[config.mk]
export PLATFORM = sky130hd
export DESIGN_NAME = take_back_half_velocity_control
export DESIGN_NICKNAME = d
export VERILOG_FILES = /design/src/tbh_pkg.sv /design/src/tbh_serial_mult.sv /design/src/tbh_drive_update.sv /design/src/take_back_half_velocity_control.sv
export SDC_FILE = /design/constraint.sdc
export NUM_CORES = 1
export LEC_CHECK = 0
export BUFFER_PORTS_ARGS = -buffer_cell sky130_fd_sc_hd__clkbuf_2
export CORE_MARGIN = 1.5
export CORE_UTILIZATION = 65
export DETAILED_ROUTE_END_ITERATION = 10
export PLACE_DENSITY_LB_ADDON = 0.12
export SLEW_MARGIN = 20
export SYNTH_ARGS = -nofsm -noshare
export SYNTH_HDL_FRONTEND = slang
export SYNTH_SLANG_ARGS = --single-unit
[constraint.sdc]
create_clock -name i_clk -period 13.56 [get_ports i_clk]
set_input_delay 2.712 -clock i_clk [delete_from_list [all_inputs] [get_ports i_clk]]
set_output_delay 2.712 -clock i_clk [all_outputs]
set_load 0.01 [all_outputs]
[src/tbh_pkg.sv]
package tbh_pkg;

    // Fixed-point formats of the controller.
    localparam int DRIVE_FRAC_BITS = 16;
    localparam int GAIN_FRAC_BITS  = 24;
    localparam int MAX_COMMAND     = 127;

    // Field widths.
    localparam int RPM_W    = 11;
    localparam int TARGET_W = 14;
    localparam int GEAR_W   = 4;
    localparam int GAIN_W   = 16;
    localparam int DRIVE_W  = DRIVE_FRAC_BITS + 1;
    localparam int CMD_W    = 7;
    localparam int CFG_W    = 17;
    localparam int CFG_IDX_W = 2;

    // Error is a 16-bit signed value whose magnitude stays below 2**15, so it fits 15 bits.
    localparam int ERR_W   = 16;
    localparam int MAG_W   = ERR_W - 1;
    localparam int PROD_W  = MAG_W + GAIN_W;
    localparam int SHIFT   = GAIN_FRAC_BITS - DRIVE_FRAC_BITS;
    localparam int DELTA_W = PROD_W - SHIFT + 1;
    localparam int SUM_W   = DELTA_W + 2;
    localparam int CMDP_W  = DRIVE_W + CMD_W;

    localparam logic [DRIVE_W-1:0] DRIVE_ONE = DRIVE_W'(1) << DRIVE_FRAC_BITS;

    // Register indexes of the configuration port.
    localparam logic [CFG_IDX_W-1:0] REG_TARGET      = 2'd0;
    localparam logic [CFG_IDX_W-1:0] REG_GEAR        = 2'd1;
    localparam logic [CFG_IDX_W-1:0] REG_GAIN        = 2'd2;
    localparam logic [CFG_IDX_W-1:0] REG_FIRST_CROSS = 2'd3;

    // Reset values of the configuration registers.
    localparam logic [TARGET_W-1:0] TARGET_RST      = 14'd0;
    localparam logic [GEAR_W-1:0]   GEAR_RST        = 4'd6;
    localparam logic [GAIN_W-1:0]   GAIN_RST        = 16'd4194;
    localparam logic [DRIVE_W-1:0]  FIRST_CROSS_RST = 17'd32768;

    typedef enum logic [1:0] {
        ST_IDLE,
        ST_MULT,
        ST_UPDATE,
        ST_SEND
    } t_state;

    typedef struct packed {
        logic start;
        logic err_neg;
    } t_upd_ctrl;

    typedef struct packed {
        logic               done;
        logic [CMD_W-1:0]   cmd;
        logic [DRIVE_W-1:0] drive;
        logic               crossed;
    } t_upd_res;

endpackage

[src/tbh_serial_mult.sv]
// Right-shifting bit-serial multiplier: one bit of the gain per cycle.
module tbh_serial_mult (
    input  logic                          i_clk,
    input  logic                          i_rst_n,
    input  logic                          i_start,
    input  logic [tbh_pkg::MAG_W-1:0]     i_mag,
    input  logic [tbh_pkg::GAIN_W-1:0]    i_gain,
    output logic                          o_done,
    output logic [tbh_pkg::PROD_W-1:0]    o_product
);

    localparam int CNT_W = $clog2(tbh_pkg::GAIN_W);
    localparam logic [CNT_W-1:0] LAST_STEP = CNT_W'(tbh_pkg::GAIN_W - 1);

    logic                        r_busy;
    logic                        r_done;
    logic [CNT_W-1:0]            r_cnt;
    logic [tbh_pkg::MAG_W-1:0]   r_mag;
    logic [tbh_pkg::GAIN_W-1:0]  r_gain;
    logic [tbh_pkg::MAG_W-1:0]   r_hi;
    logic [tbh_pkg::GAIN_W-1:0]  r_lo;
    logic [tbh_pkg::MAG_W:0]     w_sum;

    assign w_sum = {1'b0, r_hi} + (r_gain[0] ? {1'b0, r_mag} : '0);

    always_ff @(posedge i_clk) begin
        if (!i_rst_n) begin
            r_busy <= 1'b0;
            r_done <= 1'b0;
            r_cnt  <= '0;
        end else if (i_start) begin
            r_busy <= 1'b1;
            r_done <= 1'b0;
            r_cnt  <= '0;
        end else if (r_busy) begin
            r_cnt <= r_cnt + 1'b1;
            if (r_cnt == LAST_STEP) begin
                r_busy <= 1'b0;
                r_done <= 1'b1;
            end
        end else begin
            r_done <= 1'b0;
        end
    end

    always_ff @(posedge i_clk) begin
        if (i_start) begin
            r_mag  <= i_mag;
            r_gain <= i_gain;
            r_hi   <= '0;
            r_lo   <= '0;
        end else if (r_busy) begin
            r_gain <= r_gain >> 1;
            r_hi   <= w_sum[tbh_pkg::MAG_W:1];
            r_lo   <= {w_sum[0], r_lo[tbh_pkg::GAIN_W-1:1]};
        end
    end

    assign o_done    = r_done;
    assign o_product = {r_hi, r_lo};

endmodule

[src/tbh_drive_update.sv]
// Drive integrator and take-back-half reload, four registered steps.
module tbh_drive_update (
    input  logic                          i_clk,
    input  logic                          i_rst_n,
    input  tbh_pkg::t_upd_ctrl            i_ctrl,
    input  logic [tbh_pkg::PROD_W-1:0]    i_product,
    input  logic [tbh_pkg::DRIVE_W-1:0]   i_first_cross,
    output tbh_pkg::t_upd_res             o_res
);

    localparam logic [tbh_pkg::PROD_W:0] ROUND_HALF =
        (tbh_pkg::PROD_W + 1)'(1) << (tbh_pkg::SHIFT - 1);
    localparam logic [tbh_pkg::CMDP_W-1:0] CMD_HALF =
        tbh_pkg::CMDP_W'(1) << (tbh_pkg::DRIVE_FRAC_BITS - 1);
    localparam logic [tbh_pkg::CMDP_W-1:0] CMD_SCALE = tbh_pkg::CMDP_W'(tbh_pkg::MAX_COMMAND);
    localparam logic [tbh_pkg::CMD_W:0] CMD_MAX = (tbh_pkg::CMD_W + 1)'(tbh_pkg::MAX_COMMAND);

    logic [3:0]                     r_vld;
    logic [tbh_pkg::DELTA_W-1:0]    r_delta;
    logic [tbh_pkg::DRIVE_W-1:0]    r_clamped;
    logic [tbh_pkg::DRIVE_W-1:0]    r_drive_now;
    logic [tbh_pkg::DRIVE_W-1:0]    r_drive_cross;
    logic                           r_first_pend;
    logic                           r_last_neg;
    logic                           r_crossed;
    logic [tbh_pkg::CMD_W-1:0]      r_cmd;

    logic [tbh_pkg::PROD_W:0]       w_rounded;
    logic signed [tbh_pkg::SUM_W-1:0] w_sum;
    logic [tbh_pkg::DRIVE_W-1:0]    w_clamped;
    logic                           w_crossed;
    logic [tbh_pkg::DRIVE_W:0]      w_avg_sum;
    logic [tbh_pkg::DRIVE_W-1:0]    w_first;
    logic [tbh_pkg::DRIVE_W-1:0]    w_next_drive;
    logic [tbh_pkg::CMDP_W-1:0]     w_cmd_prod;
    logic [tbh_pkg::CMD_W:0]        w_cmd_raw;

    assign w_rounded = {1'b0, i_product} + ROUND_HALF;

    always_comb begin
        if (i_ctrl.err_neg) begin
            w_sum = $signed({{(tbh_pkg::SUM_W - tbh_pkg::DRIVE_W){1'b0}}, r_drive_now})
                  - $signed({2'b00, r_delta});
        end else begin
            w_sum = $signed({{(tbh_pkg::SUM_W - tbh_pkg::DRIVE_W){1'b0}}, r_drive_now})
                  + $signed({2'b00, r_delta});
        end
        if (w_sum[tbh_pkg::SUM_W-1]) begin
            w_clamped = '0;
        end else if (w_sum > $signed(tbh_pkg::SUM_W'(tbh_pkg::DRIVE_ONE))) begin
            w_clamped = tbh_pkg::DRIVE_ONE;
        end else begin
            w_clamped = w_sum[tbh_pkg::DRIVE_W-1:0];
        end
    end

    // The first-crossing value is already in Q1.16, the drive format.
    assign w_first   = (i_first_cross > tbh_pkg::DRIVE_ONE) ? tbh_pkg::DRIVE_ONE : i_first_cross;
    assign w_crossed = i_ctrl.err_neg != r_last_neg;
    assign w_avg_sum = {1'b0, r_clamped} + {1'b0, r_drive_cross};

    always_comb begin
        if (!w_crossed) begin
            w_next_drive = r_clamped;
        end else if (r_first_pend) begin
            w_next_drive = w_first;
        end else begin
            w_next_drive = w_avg_sum[tbh_pkg::DRIVE_W:1];
        end
    end

    assign w_cmd_prod = {{tbh_pkg::CMD_W{1'b0}}, r_drive_now} * CMD_SCALE + CMD_HALF;
    assign w_cmd_raw  = w_cmd_prod[tbh_pkg::CMDP_W-1:tbh_pkg::DRIVE_FRAC_BITS];

    always_ff @(posedge i_clk) begin
        if (!i_rst_n) begin
            r_vld         <= '0;
            r_drive_now   <= '0;
            r_drive_cross <= '0;
            r_first_pend  <= 1'b1;
            r_last_neg    <= 1'b0;
        end else begin
            r_vld <= {r_vld[2:0], i_ctrl.start};
            if (r_vld[1]) begin
                r_drive_now <= w_next_drive;
                r_last_neg  <= i_ctrl.err_neg;
                if (w_crossed) begin
                    r_drive_cross <= w_next_drive;
                    r_first_pend  <= 1'b0;
                end
            end
        end
    end

    always_ff @(posedge i_clk) begin
        if (i_ctrl.start) begin
            r_delta <= w_rounded[tbh_pkg::PROD_W:tbh_pkg::SHIFT];
        end
        if (r_vld[0]) begin
            r_clamped <= w_clamped;
        end
        if (r_vld[1]) begin
            r_crossed <= w_crossed;
        end
        if (r_vld[2]) begin
            r_cmd <= (w_cmd_raw > CMD_MAX) ? CMD_MAX[tbh_pkg::CMD_W-1:0]
                                           : w_cmd_raw[tbh_pkg::CMD_W-1:0];
        end
    end

    assign o_res.done    = r_vld[3];
    assign o_res.cmd     = r_cmd;
    assign o_res.drive   = r_drive_now;
    assign o_res.crossed = r_crossed;

endmodule

[src/take_back_half_velocity_control.sv]
// Take-back-half flywheel velocity controller. Each input word is one control
// tick carrying the measured motor speed (signed rpm). The speed is scaled by
// the gear ratio, the error against the target velocity is formed, and error
// times loop gain is added to a Q1.16 drive level that saturates to 0..1.
// When the sign of the error flips, the drive is reloaded: on the first flip
// with the configured first-crossing drive, on later flips with the average of
// the current drive and the drive stored at the previous flip. Each tick gives
// exactly one output word with the rounded motor command 0..127, the drive
// level and a zero-crossing flag. After acceptance, where the error is formed,
// a tick passes the bit-serial gain multiplier (one gain bit per cycle), the
// drive update steps and the hand-over to the output register; the next tick
// can be accepted only then, provided the output register is free. The
// bit-serial multiplier is the longest of these steps. A finished word waits
// in the output register, and the next tick is accepted while it waits.
// Configuration registers are written through a plain write port and should
// only change while no tick is in flight.
module take_back_half_velocity_control (
    input  logic        i_clk,
    input  logic        i_rst_n,

    // Input words: tdata bits [10:0] motor_rpm (signed), [15:11] zero.
    input  logic        i_s_axis_tvalid,
    output logic        o_s_axis_tready,
    input  logic [15:0] i_s_axis_tdata,

    // Output words: tdata bits [6:0] motor_command, [23:7] drive_level.
    // tuser bit [0] crossed_zero.
    output logic        o_m_axis_tvalid,
    input  logic        i_m_axis_tready,
    output logic [23:0] o_m_axis_tdata,
    output logic [0:0]  o_m_axis_tuser,

    // Configuration write port.
    input  logic        i_cfg_we,
    input  logic [1:0]  i_cfg_addr,
    input  logic [16:0] i_cfg_data
);

    // Configuration registers.
    logic [tbh_pkg::TARGET_W-1:0] r_target;
    logic [tbh_pkg::GEAR_W-1:0]   r_gear;
    logic [tbh_pkg::GAIN_W-1:0]   r_gain;
    logic [tbh_pkg::DRIVE_W-1:0]  r_first_cross;

    // Sequencer.
    tbh_pkg::t_state r_state;
    tbh_pkg::t_state n_state;

    logic                      r_err_neg;
    logic                      w_accept;
    logic                      w_load_out;
    logic                      w_mul_done;
    logic [tbh_pkg::PROD_W-1:0] w_product;
    tbh_pkg::t_upd_ctrl        w_upd_ctrl;
    tbh_pkg::t_upd_res         w_upd_res;

    // Output register.
    logic                      r_m_valid;
    logic [tbh_pkg::CMD_W-1:0] r_m_cmd;
    logic [tbh_pkg::DRIVE_W-1:0] r_m_drive;
    logic                      r_m_crossed;

    // Error arithmetic: all values fit a 16-bit signed word.
    logic signed [tbh_pkg::ERR_W-1:0] w_rpm_x;
    logic signed [tbh_pkg::ERR_W-1:0] w_gear_x;
    logic signed [tbh_pkg::ERR_W-1:0] w_scaled;
    logic signed [tbh_pkg::ERR_W-1:0] w_err;
    logic [tbh_pkg::ERR_W-1:0]        w_err_abs;
    logic [tbh_pkg::MAG_W-1:0]        w_mag;

    always_ff @(posedge i_clk) begin
        if (!i_rst_n) begin
            r_target      <= tbh_pkg::TARGET_RST;
            r_gear        <= tbh_pkg::GEAR_RST;
            r_gain        <= tbh_pkg::GAIN_RST;
            r_first_cross <= tbh_pkg::FIRST_CROSS_RST;
        end else if (i_cfg_we) begin
            unique case (i_cfg_addr)
                tbh_pkg::REG_TARGET: begin
                    r_target <= i_cfg_data[tbh_pkg::TARGET_W-1:0];
                end
                tbh_pkg::REG_GEAR: begin
                    r_gear <= i_cfg_data[tbh_pkg::GEAR_W-1:0];
                end
                tbh_pkg::REG_GAIN: begin
                    r_gain <= i_cfg_data[tbh_pkg::GAIN_W-1:0];
                end
                tbh_pkg::REG_FIRST_CROSS: begin
                    r_first_cross <= i_cfg_data;
                end
                default: begin
                end
            endcase
        end
    end

    // The gear multiply is only 11 by 4 bits, so it sits in the accept cycle.
    assign w_rpm_x   = $signed({{(tbh_pkg::ERR_W - tbh_pkg::RPM_W){i_s_axis_tdata[tbh_pkg::RPM_W-1]}},
                                i_s_axis_tdata[tbh_pkg::RPM_W-1:0]});
    assign w_gear_x  = $signed({{(tbh_pkg::ERR_W - tbh_pkg::GEAR_W){1'b0}}, r_gear});
    assign w_scaled  = w_rpm_x * w_gear_x;
    assign w_err     = $signed({{(tbh_pkg::ERR_W - tbh_pkg::TARGET_W){1'b0}}, r_target}) - w_scaled;
    assign w_err_abs = w_err[tbh_pkg::ERR_W-1] ? (tbh_pkg::ERR_W'(0) - w_err) : w_err;
    assign w_mag     = w_err_abs[tbh_pkg::MAG_W-1:0];

    assign o_s_axis_tready = (r_state == tbh_pkg::ST_IDLE);
    assign w_accept        = i_s_axis_tvalid && o_s_axis_tready;

    always_ff @(posedge i_clk) begin
        if (!i_rst_n) begin
            r_state <= tbh_pkg::ST_IDLE;
        end else begin
            r_state <= n_state;
        end
    end

    // The error sign stays stable for the whole tick; the update steps read it.
    always_ff @(posedge i_clk) begin
        if (w_accept) begin
            r_err_neg <= w_err[tbh_pkg::ERR_W-1];
        end
    end

    always_comb begin
        n_state    = r_state;
        w_load_out = 1'b0;
        unique case (r_state)
            tbh_pkg::ST_IDLE: begin
                if (w_accept) begin
                    n_state = tbh_pkg::ST_MULT;
                end
            end
            tbh_pkg::ST_MULT: begin
                if (w_mul_done) begin
                    n_state = tbh_pkg::ST_UPDATE;
                end
            end
            tbh_pkg::ST_UPDATE: begin
                if (w_upd_res.done) begin
                    n_state = tbh_pkg::ST_SEND;
                end
            end
            tbh_pkg::ST_SEND: begin
                if (!r_m_valid || i_m_axis_tready) begin
                    w_load_out = 1'b1;
                    n_state    = tbh_pkg::ST_IDLE;
                end
            end
            default: begin
                n_state = tbh_pkg::ST_IDLE;
            end
        endcase
    end

    tbh_serial_mult u_mult (
        .i_clk     (i_clk),
        .i_rst_n   (i_rst_n),
        .i_start   (w_accept),
        .i_mag     (w_mag),
        .i_gain    (r_gain),
        .o_done    (w_mul_done),
        .o_product (w_product)
    );

    assign w_upd_ctrl.start   = (r_state == tbh_pkg::ST_MULT) && w_mul_done;
    assign w_upd_ctrl.err_neg = r_err_neg;

    tbh_drive_update u_update (
        .i_clk         (i_clk),
        .i_rst_n       (i_rst_n),
        .i_ctrl        (w_upd_ctrl),
        .i_product     (w_product),
        .i_first_cross (r_first_cross),
        .o_res         (w_upd_res)
    );

    always_ff @(posedge i_clk) begin
        if (!i_rst_n) begin
            r_m_valid <= 1'b0;
        end else if (w_load_out) begin
            r_m_valid <= 1'b1;
        end else if (i_m_axis_tready) begin
            r_m_valid <= 1'b0;
        end
    end

    always_ff @(posedge i_clk) begin
        if (w_load_out) begin
            r_m_cmd     <= w_upd_res.cmd;
            r_m_drive   <= w_upd_res.drive;
            r_m_crossed <= w_upd_res.crossed;
        end
    end

    assign o_m_axis_tvalid   = r_m_valid;
    assign o_m_axis_tdata    = {r_m_drive, r_m_cmd};
    assign o_m_axis_tuser[0] = r_m_crossed;

endmodule

==> summary.txt <==
Floorplanning
  • Chip Height: 168 um
  • # IOs: 67
  • Die W: 168 um
  • # rows: 60
  • Initial Utilization: 0.657
  • Area of the die: 28100 um2
  • Core Box Area: 26800 um2

Detailed routing
  • DRC violations left: 0
  • DR WL/cell: 16.6 um
  • Post-DRT Antenna Nets: 0
  • DR vias/cell: 5.82
  • Initial DRC count: 815
  • Drt first pass iters: 6
  • WL final: 38.8 mm
  • Via count: 13600

Logic synthesis
  • Total number of yosys warnings: 0
  • Most common cell in the synthesized netlist: inv_1
  • Sequential fraction of the synthesis area: 0.322
  • Yosys top cell area share: 0.181
  • Unique masters post-synth: slightly above 80
  • Multiplexer share of the synthesized area: 0.0194
  • Post-Syn Area: about 18000 um2
  • Largest area contributor in the netlist: edfxtp_1
  • Top cell types by occurrence after synthesis: 262 x inv_1, 220 x nand2_1, 162 x ha_1
  • Dominant synthesized flop cell: dfxtp_1
  • Synth Area in Adders: 0.225
  • Synth area leaders: edfxtp_1 18%, dfxtp_1 14%, ha_1 12%
  • Ys async rst share: 0
  • Simple-gate share of the synthesized area: 0.169
  • Synth Instances: 1938
  • Flops & latches, synth: 230
  • Post-synth EDFFs: 106
  • Synth Area in XOR/XNOR: 0.0502
  • Syn_nets: 2237
  • Largest family of logic cells by synthesized area: adder cells
  • Synthesized area per cell: around 9.1 um2
  • Compound-Gate Fraction of Synth Area: 0.141

Clock network
  • Clock Sink Count: 230
  • Clock buffer depth: 3
  • Root buf cell: clkbuf_16
  • Setup repair bufs after CTS: 0
  • TritonCTS clock tree: built
  • Hold buffer count at cts: 0
  • Clock-pin slew on the worst setup and hold paths: approximately 0.070 ns
  • Num CTS Buffers: 26
  • CTS H-tree depth: 1
  • Insertion delay to the later sink of the worst-skew pair: 0.55 ns
  • Resize count post-CTS: 0

STA
  • Final Hold Fails: 0
  • Total negative slack: 0 ns
  • Final Skew: about 0.022 ns
  • Min cycle time layout: 7.27 ns
  • Setup violations, final: 0
  • Slew HR: 0.275
  • Peak Freq: roughly 140 MHz
  • RSZ-0062 raised after global routing: false
  • Final slew viol count: 0
  • Final period utilization: 0.536
  • Worst-Margin Slew: between 1 and 1.5 ns

GRT
  • Grt ovf: 0
  • Largest net degree at the start of global routing: 90
  • First-pass GRT wire length: around 63 mm
  • Initial antenna violation count: 0
  • Tot GR Track Use: 0.277
  • Vias in the first global route: 13200

Power
  • Pleak: 8.54 nW
  • Tot Pwr: 2.67 mW
  • Gate power share: 0.357
  • Clk network pwr share: 0.292
  • Sequential power share: 0.351
  • Pwr Density: 140 nW/um2
  • P_sw: 0.920 mW
  • Internal Power: approximately 1.7 mW
  • Sw Share: 0.345
  • Max VDD drop: about 0.10 mV

Worst setup path
  • WP data arrival: 7.56 ns
  • CP required: 13.85 ns
  • Crit path max-delay cell type: fa_1
  • Crit path max fanout: 6
  • Worst path max stage delay: 0.53 ns
  • Crit Path Category: in2reg
  • Startpoint Class: input pin
  • CP Cell Sequence: clkbuf_2, and2_1, fa_1, ha_1, inv_1, fa_1, inv_1, fa_1, inv_1, ha_1, and3_1, a2111oi_2, o21bai_1, xor2_1, or3_1, nor3b_1, a31oi_1, xnor2_1, xnor2_1
  • Worst setup EP type: register

Run
  • Max-cap violation count: 0

Cells and area
  • Fin nets: 2270
  • Finished Cell Area: ~19000 um2
  • Diode count: 0
  • Fillers: 2082
  • Area growth, synth to finish: 8.29%
  • Finished Layout Cells: roughly 2300
  • Share of post-route cells with drive strength above 1: 0.0758

Placement
  • # placed instances: 2284
  • Dpl hpwl: between 20 and 30 mm
  • GP Congestion: slightly above 0.9
  • I/O Buffers: between 60 and 70
  • Post-placement cell area: 18100 um2

Worst hold path
  • Hold crit path type: reg2reg

Status
  • Status: completed
-- cells by family after synthesis --
family	after synthesis
fa+ha+maj	259
xor+xnor	101
mux	34
compound gates	365
simple gates	620
flops	230
buf+inv	329
-- worst paths after layout --
path / from / end / slack [ns] / cells past startpoint
worst max-delay path: i_s_axis_tdata[4] / u_mult.r_mag[14] / 6.29 / 19
worst min-delay path: u_update.r_cmd[0] / r_m_cmd[0] / 0.42 / 0
worst max register to register: u_update.r_drive_now[8] / u_update.r_cmd[4] / 7.94 / 19
worst min register to register: u_update.r_cmd[0] / r_m_cmd[0] / 0.42 / 0
-- critical path: cells and delay by family --
| kind | cells | cell delay [ns] |
|---|---|---|
| AO/OA/AOI/OAI | 3 | 0.80 |
| AND/OR/NAND/NOR | 4 | 1.12 |
| buffers and inverters | 4 | 0.26 |
| XOR/XNOR | 3 | 0.50 |
| adder cells (fa/ha/maj) | 5 | 2.17 |
-- sequential cells by signal, indices dropped and copies added (netlist names), 14 cells and up --
name / flops
r_first_cross: 17
r_gain: 16
r_m_drive: 17
r_target: 14
u_mult.r_gain: 16
u_mult.r_hi: 15
u_mult.r_mag: 15
u_update.r_clamped: 17
u_update.r_delta: 24
u_update.r_drive_cross: 17
u_update.r_drive_now: 17
-- cell type report --
class / instances / area (um2) / area share
multi-input combinational: 1379 / 10700 / 0.559
timing repair buffer: 71 / 380 / 0.0199
tap: 341 / 427 / 0.0224
clock inverter: 15 / 253 / 0.0133
clock buffer: 33 / 697 / 0.0365
inverter: 263 / 987 / 0.0518
sequential: 230 / 5670 / 0.297
-- cells in the final DEF (no fill, tap or decap), types with 8 or more instances in the layout --
master     netlist  final
nor3_1          32     32
clkbuf_2         0     61
or3_1           12     12
xor2_1          37     37
nor2_1         129    129
nand4_1         12     12
dfxtp_1        124    124
xnor2_1         64     64
a211oi_1        22     22
nor2b_1         25     24
a31oi_1         12     12
nor4_1           9      9
a21boi_0        44     44
nand3_1         43     43
fa_1            97     97
edfxtp_1       106    106
and3_1          21     21
mux2i_1         33     33
ha_1           162    162
o21a_1          18     18
a21o_1          16     16
clkbuf_16        0     26
buf_4            6     10
o211ai_1        17     17
nor2_2           9      9
and2_1          63     62
nand2_1        220    220
nand2b_1        14     14
inv_1          262    262
a21oi_1         84     84
o21ai_0         68     68
o31ai_1          8      8
-- power by group through the flow --
stage / clock, mW / combinational [mW] / sequential [mW]
final: 0.778 / 0.953 / 0.936
after global routing: 0.815 / 1.05 / 0.949
after CTS: 0.788 / 0.950 / 0.936
after detailed placement: 0 / 0.944 / 0.950
after global placement: 0 / 0.912 / 0.947
after floorplan: 0 / 0.743 / 0.935
-- routing by layer --
| metal | GRT usage | part of all wire |
|---|---|---|
| met1 | 0.340 | 0.42 |
| met2 | 0.499 | 0.49 |
| met5 | 0 | 0 |
| met3 | 0.0319 | 0.044 |
| met4 | 0.107 | 0.039 |
-- per-stage QoR --
stage | setup WS, ns | util | hold WS [ns]
4_1_cts | 6.27 | 0.712 | 0.421
6_report | 6.29 | 0.712 | 0.420
3_3_place_gp | 5.79 | 0.676 | 0.400
5_1_grt | 5.96 | 0.712 | 0.427
2_1_floorplan | 6.22 | - | 0.400
3_5_place_dp | 5.72 | 0.676 | 0.405
(Power assumes the default switching activity.)
